**src/hw/rtl/tbsd_pkg.sv**
```systemverilog
// ----------------------------------------------------------------------------
// tbsd_pkg
// Shared types, constants and helpers for the text/binary stream deframer.
// ----------------------------------------------------------------------------
package tbsd_pkg;

  localparam int LENGTH_FIELD_BYTES_DEF = 4;
  localparam int QUEUE_DEPTH_DEF        = 4;
  localparam int PAY_W                  = 32;
  localparam int BYTE_W                 = 8;

  localparam logic [BYTE_W-1:0] CH_CR = 8'h0D;
  localparam logic [BYTE_W-1:0] CH_LF = 8'h0A;

  localparam logic KIND_TEXT = 1'b0;
  localparam logic KIND_BIN  = 1'b1;

  typedef enum logic [2:0] {
    MODE_IDLE = 3'b001,
    MODE_TEXT = 3'b010,
    MODE_BIN  = 3'b100
  } mode_t;

  // One command per input item that yields results: release `rel` held
  // terminator bytes, then optionally one tail result.
  typedef struct packed {
    logic              kind;
    logic [1:0]        rel;
    logic              tail;
    logic [BYTE_W-1:0] tail_byte;
    logic              tail_has;
    logic              tail_last;
  } cmd_t;

  // CR LF CR LF
  function automatic logic [BYTE_W-1:0] term_byte(input logic [1:0] idx);
    logic [BYTE_W-1:0] b;
    b = idx[0] ? CH_LF : CH_CR;
    return b;
  endfunction

endpackage

```
**src/hw/rtl/text_binary_stream_deframer_top.sv**
```systemverilog
// ----------------------------------------------------------------------------
// text_binary_stream_deframer_top
// Splits a byte stream into length-prefixed binary packets and CR LF CR LF
// terminated text packets.
// ----------------------------------------------------------------------------
//  channel | dir | handshake           | payload
//  in_     | in  | in_tvalid/in_tready | tdata[7:0] in_byte
//  out_    | out | out_tvalid/tready   | tdata byte+has, tuser kind, tlast last
//  cfg_    | in  | cfg_valid/cfg_ready | cfg_data start byte of a binary packet
//
//  Takes one byte per cycle while the command queue has room.
//  Results leave one per cycle while out_tready is high; a text byte that
//  breaks a partial terminator match yields up to 4 results, which the queue
//  and output register absorb; each command goes through both in that order.
//  Reset is synchronous on rst_n; no clearing pass. cfg_ready is always high.
// ----------------------------------------------------------------------------
module text_binary_stream_deframer_top #(
  parameter int LENGTH_FIELD_BYTES = tbsd_pkg::LENGTH_FIELD_BYTES_DEF,
  parameter int QUEUE_DEPTH        = tbsd_pkg::QUEUE_DEPTH_DEF
) (
  input  logic        clk,
  input  logic        rst_n,
  input  logic        cfg_valid,
  output logic        cfg_ready,
  input  logic [7:0]  cfg_data,
  input  logic        in_tvalid,
  output logic        in_tready,
  input  logic [7:0]  in_tdata,   // [7:0] in_byte
  output logic        out_tvalid,
  input  logic        out_tready,
  output logic [15:0] out_tdata,  // [7:0] data_byte, [8] has_byte, [15:9] zero
  output logic        out_tuser,  // [0] kind
  output logic        out_tlast
);

  logic           full, push, pop, head_valid, in_acc;
  tbsd_pkg::cmd_t cmd, head_cmd;
  logic [7:0]     data_byte;
  logic           has_byte;

  assign cfg_ready = 1'b1;
  assign in_tready = !full;
  assign in_acc    = in_tvalid && !full;

  tbsd_front #(.LENGTH_FIELD_BYTES(LENGTH_FIELD_BYTES)) u_front (
    .clk       (clk),
    .rst_n     (rst_n),
    .cfg_valid (cfg_valid),
    .cfg_data  (cfg_data),
    .in_accept (in_acc),
    .in_byte   (in_tdata),
    .push      (push),
    .cmd       (cmd)
  );

  tbsd_queue #(.DEPTH(QUEUE_DEPTH)) u_queue (
    .clk        (clk),
    .rst_n      (rst_n),
    .push       (push),
    .push_cmd   (cmd),
    .full       (full),
    .pop        (pop),
    .head_valid (head_valid),
    .head_cmd   (head_cmd)
  );

  tbsd_back u_back (
    .clk        (clk),
    .rst_n      (rst_n),
    .head_valid (head_valid),
    .head_cmd   (head_cmd),
    .pop        (pop),
    .out_valid  (out_tvalid),
    .out_ready  (out_tready),
    .out_kind   (out_tuser),
    .out_byte   (data_byte),
    .out_has    (has_byte),
    .out_last   (out_tlast)
  );

  assign out_tdata = {7'b0, has_byte, data_byte};

endmodule

```
**src/hw/rtl/tbsd_front.sv**
```systemverilog
// ----------------------------------------------------------------------------
// tbsd_front
// Accepts bytes, tracks packet mode, length header and terminator match, and
// issues one command per byte that yields results.
// ----------------------------------------------------------------------------
module tbsd_front #(
  parameter int LENGTH_FIELD_BYTES = tbsd_pkg::LENGTH_FIELD_BYTES_DEF
) (
  input  logic                       clk,
  input  logic                       rst_n,
  input  logic                       cfg_valid,
  input  logic [tbsd_pkg::BYTE_W-1:0] cfg_data,
  input  logic                       in_accept,
  input  logic [tbsd_pkg::BYTE_W-1:0] in_byte,
  output logic                       push,
  output tbsd_pkg::cmd_t             cmd
);

  localparam int HW = $clog2(LENGTH_FIELD_BYTES + 1);

  tbsd_pkg::mode_t              mode_r, mode_nxt;
  logic [HW-1:0]                hdr_r, hdr_nxt;
  logic [tbsd_pkg::PAY_W-1:0]   pay_r, pay_nxt;
  logic [1:0]                   m_r, m_nxt;
  logic [tbsd_pkg::BYTE_W-1:0]  prefix_r;

  always_ff @(posedge clk) begin
    if (!rst_n) begin
      mode_r   <= tbsd_pkg::MODE_IDLE;
      hdr_r    <= '0;
      pay_r    <= '0;
      m_r      <= '0;
      prefix_r <= '0;
    end else begin
      mode_r <= mode_nxt;
      hdr_r  <= hdr_nxt;
      pay_r  <= pay_nxt;
      m_r    <= m_nxt;
      if (cfg_valid) begin
        prefix_r <= cfg_data;
      end
    end
  end

  always_comb begin
    logic                       text_go;
    logic [1:0]                 m_cur;
    logic [tbsd_pkg::PAY_W-1:0] pay_sh;
    logic [tbsd_pkg::PAY_W-1:0] pay_dec;
    mode_nxt = mode_r;
    hdr_nxt  = hdr_r;
    pay_nxt  = pay_r;
    m_nxt    = m_r;
    cmd      = '0;
    text_go  = 1'b0;
    m_cur    = m_r;
    pay_sh   = {pay_r[tbsd_pkg::PAY_W-tbsd_pkg::BYTE_W-1:0], in_byte};
    pay_dec  = pay_r - 1'b1;
    if (in_accept) begin
      unique case (mode_r)
        tbsd_pkg::MODE_BIN: begin
          cmd.kind = tbsd_pkg::KIND_BIN;
          if (hdr_r != '0) begin
            hdr_nxt = hdr_r - 1'b1;
            pay_nxt = pay_sh;
            if (hdr_r == HW'(1) && pay_sh == '0) begin
              cmd.tail      = 1'b1;
              cmd.tail_last = 1'b1;
              mode_nxt      = tbsd_pkg::MODE_IDLE;
            end
          end else begin
            pay_nxt       = pay_dec;
            cmd.tail      = 1'b1;
            cmd.tail_byte = in_byte;
            cmd.tail_has  = 1'b1;
            cmd.tail_last = (pay_dec == '0);
            if (pay_dec == '0) begin
              mode_nxt = tbsd_pkg::MODE_IDLE;
            end
          end
        end
        tbsd_pkg::MODE_TEXT: begin
          text_go = 1'b1;
        end
        default: begin
          if (in_byte == prefix_r) begin
            mode_nxt = tbsd_pkg::MODE_BIN;
            hdr_nxt  = HW'(LENGTH_FIELD_BYTES);
            pay_nxt  = '0;
          end else begin
            mode_nxt = tbsd_pkg::MODE_TEXT;
            text_go  = 1'b1;
            m_cur    = '0;
          end
        end
      endcase

      if (text_go) begin
        cmd.kind = tbsd_pkg::KIND_TEXT;
        if (in_byte == tbsd_pkg::term_byte(m_cur)) begin
          if (m_cur == 2'd3) begin
            cmd.tail      = 1'b1;
            cmd.tail_last = 1'b1;
            mode_nxt      = tbsd_pkg::MODE_IDLE;
            m_nxt         = '0;
          end else begin
            m_nxt = m_cur + 1'b1;
          end
        end else if (in_byte == tbsd_pkg::CH_CR) begin
          cmd.rel = m_cur;
          m_nxt   = 2'd1;
        end else begin
          cmd.rel       = m_cur;
          cmd.tail      = 1'b1;
          cmd.tail_byte = in_byte;
          cmd.tail_has  = 1'b1;
          m_nxt         = '0;
        end
      end
    end
    push = cmd.tail || (cmd.rel != '0);
  end

endmodule

```
**src/hw/rtl/tbsd_queue.sv**
```systemverilog
// ----------------------------------------------------------------------------
// tbsd_queue
// Small command FIFO between front and back.
// ----------------------------------------------------------------------------
module tbsd_queue #(
  parameter int DEPTH = tbsd_pkg::QUEUE_DEPTH_DEF
) (
  input  logic           clk,
  input  logic           rst_n,
  input  logic           push,
  input  tbsd_pkg::cmd_t push_cmd,
  output logic           full,
  input  logic           pop,
  output logic           head_valid,
  output tbsd_pkg::cmd_t head_cmd
);

  localparam int AW = (DEPTH > 1) ? $clog2(DEPTH) : 1;

  tbsd_pkg::cmd_t mem [DEPTH];
  logic [AW-1:0]  wp_r, rp_r;
  logic [AW:0]    cnt_r;

  assign full       = (cnt_r == (AW+1)'(DEPTH));
  assign head_valid = (cnt_r != '0);
  assign head_cmd   = mem[rp_r];

  always_ff @(posedge clk) begin
    if (push && !full) begin
      mem[wp_r] <= push_cmd;
    end
  end

  always_ff @(posedge clk) begin
    if (!rst_n) begin
      wp_r  <= '0;
      rp_r  <= '0;
      cnt_r <= '0;
    end else begin
      if (push && !full) begin
        wp_r <= (wp_r == AW'(DEPTH - 1)) ? '0 : wp_r + 1'b1;
      end
      if (pop && head_valid) begin
        rp_r <= (rp_r == AW'(DEPTH - 1)) ? '0 : rp_r + 1'b1;
      end
      cnt_r <= cnt_r + (AW+1)'(push && !full) - (AW+1)'(pop && head_valid);
    end
  end

endmodule

```
**src/hw/rtl/tbsd_back.sv**
```systemverilog
// ----------------------------------------------------------------------------
// tbsd_back
// Expands queued commands into result items, one per cycle while the output
// is not stalled, into an output register.
// ----------------------------------------------------------------------------
module tbsd_back (
  input  logic                        clk,
  input  logic                        rst_n,
  input  logic                        head_valid,
  input  tbsd_pkg::cmd_t              head_cmd,
  output logic                        pop,
  output logic                        out_valid,
  input  logic                        out_ready,
  output logic                        out_kind,
  output logic [tbsd_pkg::BYTE_W-1:0] out_byte,
  output logic                        out_has,
  output logic                        out_last
);

  logic [1:0]                  idx_r;
  logic                        vld_r;
  logic                        kind_r, has_r, last_r;
  logic [tbsd_pkg::BYTE_W-1:0] byte_r;
  logic                        load, in_rel, done;

  assign load   = head_valid && (!vld_r || out_ready);
  assign in_rel = (idx_r < head_cmd.rel);
  assign done   = head_cmd.tail ? (idx_r == head_cmd.rel)
                                : (idx_r == head_cmd.rel - 1'b1);
  assign pop    = load && done;

  always_ff @(posedge clk) begin
    if (!rst_n) begin
      vld_r <= 1'b0;
      idx_r <= '0;
    end else begin
      if (load) begin
        vld_r <= 1'b1;
        idx_r <= done ? '0 : idx_r + 1'b1;
      end else if (out_ready) begin
        vld_r <= 1'b0;
      end
    end
  end

  always_ff @(posedge clk) begin
    if (load) begin
      kind_r <= head_cmd.kind;
      if (in_rel) begin
        byte_r <= tbsd_pkg::term_byte(idx_r);
        has_r  <= 1'b1;
        last_r <= 1'b0;
      end else begin
        byte_r <= head_cmd.tail_byte;
        has_r  <= head_cmd.tail_has;
        last_r <= head_cmd.tail_last;
      end
    end
  end

  assign out_valid = vld_r;
  assign out_kind  = kind_r;
  assign out_byte  = byte_r;
  assign out_has   = has_r;
  assign out_last  = last_r;

endmodule

```
**config.mk**
```make
export PLATFORM = sky130hd
export DESIGN_NAME = text_binary_stream_deframer_top
export DESIGN_NICKNAME = d
export VERILOG_FILES = /design/src/hw/rtl/tbsd_pkg.sv /design/src/hw/rtl/text_binary_stream_deframer_top.sv /design/src/hw/rtl/tbsd_front.sv /design/src/hw/rtl/tbsd_queue.sv /design/src/hw/rtl/tbsd_back.sv
export SDC_FILE = /design/constraint.sdc
export NUM_CORES = 1
export LEC_CHECK = 0
export BUFFER_PORTS_ARGS = -buffer_cell sky130_fd_sc_hd__buf_2
export CAP_MARGIN = 20
export CORE_MARGIN = 1
export CORE_UTILIZATION = 56
export CTS_CLUSTER_DIAMETER = 100
export DETAILED_ROUTE_END_ITERATION = 10
export PLACE_DENSITY = 0.85
export REMOVE_ABC_BUFFERS = 1
export SLEW_MARGIN = 20
export SYNTH_ARGS = -nofsm -noshare
export SYNTH_HDL_FRONTEND = slang
export SYNTH_SLANG_ARGS = --single-unit
```
**constraint.sdc**
```tcl
create_clock -name clk -period 4.2 [get_ports clk]
set_clock_uncertainty 0.2 [all_clocks]
set_input_delay 0.21 -clock clk [delete_from_list [all_inputs] [get_ports clk]]
set_output_delay 0.21 -clock clk [all_outputs]
set_load 0.01 [all_outputs]
```
==> impl_metrics.py <==
metrics = {
    "global_routing": {
        "grt_pass1_vias": 5536,
        "grt_usage": 0.286,
        "grt_remaining_overflow": 0,
        "antenna_found_initial": 0,
        "grt_max_degree": 48,
        "grt_pass1_wl_um": 27600,
    },
    "detailed_routing": {
        "totalWireLength_um": 17200,
        "drt-pass1-iter-count": 8,
        "drc_errors": 5,
        "vias": 5585,
        "antenna_left": 0,
        "viasPerCell": 6.48,
        "post_drt_wl_per_cell_um": 19.9,
        "drt_iter0_markers": 530,
    },
    "yosys": {
        "ys_seq_elements": 127,
        "syn_inst": 679,
        "async_flop_share": 0,
        "postSynthAreaPerCell_um2": 10.0,
        "yosys_warnings": 0,
        "syn_area_mm2": 0.00680,
        "ys_types": 68,
        "synth_top_area_share": 0.296,
        "synth_edf_count": 67,
        "synth_flop_cell": "edfxtp_1",
        "synth_area_leader_cell": "edfxtp_1",
        "yosysSeqAreaShare": 0.472,
        "synth.area.top_cells": "edfxtp_1 (30%), dfxtp_1 (18%), mux4_2 (4.6%), nor2b_1 (3.4%), ha_1 (2.9%)",
    },
    "pwr": {
        "pwr-share-seq": 0.381,
        "switching_power_mw": 1.33,
        "power.density_mw_per_mm2": 552,
        "clkPwrFrac": 0.346,
        "peakVddDrop_uv": 339,
        "internal_power_mw": 2.92,
        "p_leak_nw": 2.92,
        "comb_power_share": 0.273,
        "swShare": 0.312,
    },
    "die": {
        "fp-row-count": 39,
        "core-area_mm2": 0.0116,
        "start_util": 0.586,
        "die_y_um": 112,
        "die_w_um": 112,
        "boundaryPins": 42,
        "dieArea_mm2": 0.0126,
    },
    "critical_path": {
        "crit_type": "reg2reg",
        "start_kind": "register",
        "required_ns": 4.32,
        "path_max_fanout": 10,
        "endpoint_kind": "register",
        "crit_arrival_ns": 3.97,
    },
    "run_status": {
        "violations": "DRC",
        "outcome": "complete, but fails checks",
    },
    "sta": {
        "finalHoldViolations": 0,
        "slew_viol_final": 0,
        "finalSetupViolCount": 0,
        "rsz0062_at_grt": "no",
        "period_needed_ns": 3.85,
        "worst_pin_slew_ns": 0.842,
        "timing.fmax_mhz": 260,
        "maxSlewHeadroom": 0.439,
        "period_share": 0.917,
        "fin_setup_tns_ns": 0,
    },
    "clock_tree": {
        "cts-root-buf": "clkbuf_16",
        "clk_pin_slew_worst_paths_ns": 0.06,
        "cts_tree": "yes",
        "numCtsBuffers": 17,
        "clk_latency_ns": 0.43,
        "numClockSinks": 127,
        "htree_levels": 4,
        "cts_buffer_depth": 2,
        "postCtsSetupRepairBufs": 0,
    },
    "place": {
        "gp_congestion": 0.999,
        "hpwl_um": 11200,
        "io_buffers": 33,
    },
    "run": {
        "drv_cap": 0,
    },
    "cells_and_area": {
        "fin_nets": 744,
        "utilization": 0.663,
        "layout_commonest_cell": "edfxtp_1",
        "nFillCells": 870,
        "areaGrowthSynthToFinish_pct": 13.2,
        "antennaDiodeCount": 0,
        "final_cell_mix": "edfxtp_1 (67), dfxtp_1 (60), nand2_1 (52), nor2b_1 (37), o21ai_0 (36)",
        "drive_above_1_share": 0.153,
    },
    "min_path": {
        "worstHoldPathType": "in2reg",
    },
}
final cells by class:
| cell class | instances | area [um^2] | share of cell area |
|---|---|---|---|
| sequential | 127 | 3210 | 0.417 |
| clock inverter | 12 | 134 | 0.0174 |
| timing repair buffer | 55 | 353 | 0.0458 |
| inverter | 26 | 97.6 | 0.0127 |
| multi-input combinational | 479 | 3270 | 0.424 |
| tap | 143 | 179 | 0.0232 |
| clock buffer | 20 | 457 | 0.0593 |
Yosys cell counts (22+ instances only):
cell type and count:
nor2_1 35, nand2_1 52, clkbuf_1 35, dfxtp_1 60, o21ai_0 36, nor3_1 24
nand3_1 22, nor2b_1 37, edfxtp_1 67, inv_1 25, a21oi_1 33
logic make-up (layout without fill, tap and decap cells):
group,Yosys count,in the layout,synth area share
AO/OA/AOI/OAI,150,150,0.146
XOR/XNOR,20,20,0.0258
buffers and inverters,79,113,0.0517
AND/OR/NAND/NOR,256,256,0.203
multiplexers,28,28,0.0675
flip-flops,127,127,0.472
adder cells (fa/ha/maj),17,17,0.0324
other,2,8,0.00110
layer usage:
metal | vias to the layer above | global-route usage | wire length, um
met4 | 0 | 0.142 | 561
met5 | - | 0 | 0
li1 | 2542 | - | -
met2 | 315 | 0.487 | 8450
met3 | 61 | 0.0691 | 1270
met1 | 2667 | 0.340 | 6910
worst paths after layout:
| kind | cells past startpoint | slack, ns | endpoint | from |
|---|---|---|---|---|
| max | 10 | 0.35 | u_queue.cnt_r[1] | u_front.pay_r[7] |
| min | 3 | 0.05 | u_front.prefix_r[6] | cfg_valid |
| max reg2reg | 10 | 0.35 | u_queue.cnt_r[1] | u_front.pay_r[7] |
| min reg2reg | 2 | 0.28 | u_back.out_valid | u_back.out_valid |
repair_timing:
action / 4_1_cts / 5_1_grt
resized for setup: 0 / 1
hold buffers: 9 / 0
setup endpoints to repair: 0 / 2
hold endpoints to repair: 9 / 0
through the flow:
stage / instance area, um^2 / setup WS, ns / hold slack, ns / std cells / total power [mW]
global placement: 7010 / 0.552 / 0.263 / 821 / 2.70
finish: 7700 / 0.351 / 0.0489 / 862 / 4.25
detailed placement: 7010 / 0.369 / 0.272 / 821 / 2.76
floorplan: 6570 / 0.476 / 0.128 / 632 / 2.42
global route: 7700 / 0.0569 / 0.0568 / 862 / 4.42
CTS: 7690 / 0.287 / 0.0390 / 862 / 4.25
state kept, by name, summed over array words and instances (netlist names), named ones only:
register / cells
u_front.hdr_r: 3
u_back.out_valid: 1
u_front.prefix_r: 8
u_front.pay_r: 32
u_back.out_byte: 8
u_back.idx_r: 2
u_back.out_kind: 1
u_queue.wp_r: 2
u_front.mode_r: 3
u_back.out_last: 1
u_back.out_has: 1
u_queue.mem: 56
u_front.m_r: 2
u_queue.rp_r: 2
u_queue.cnt_r: 3
critical path, stage by stage, from the launching register on:
cell	delay (ns)
dfxtp_1	0.39
nor4_1	0.61
nand4_1	0.32
o41ai_2	0.51
a21oi_1	0.13
a211oi_1	0.46
o21ba_2	0.28
inv_1	0.08
ha_1	0.17
fa_1	0.42
and2_1	0.17
power groups by stage:
stage / clock network [mW] / registers, mW / logic [mW]
finish: 1.47 / 1.62 / 1.16
global route: 1.53 / 1.64 / 1.26
CTS: 1.48 / 1.62 / 1.15
detailed placement: 0 / 1.64 / 1.12
global placement: 0 / 1.63 / 1.07
floorplan: 0 / 1.68 / 0.744
Power figures use the tool's default switching activity.
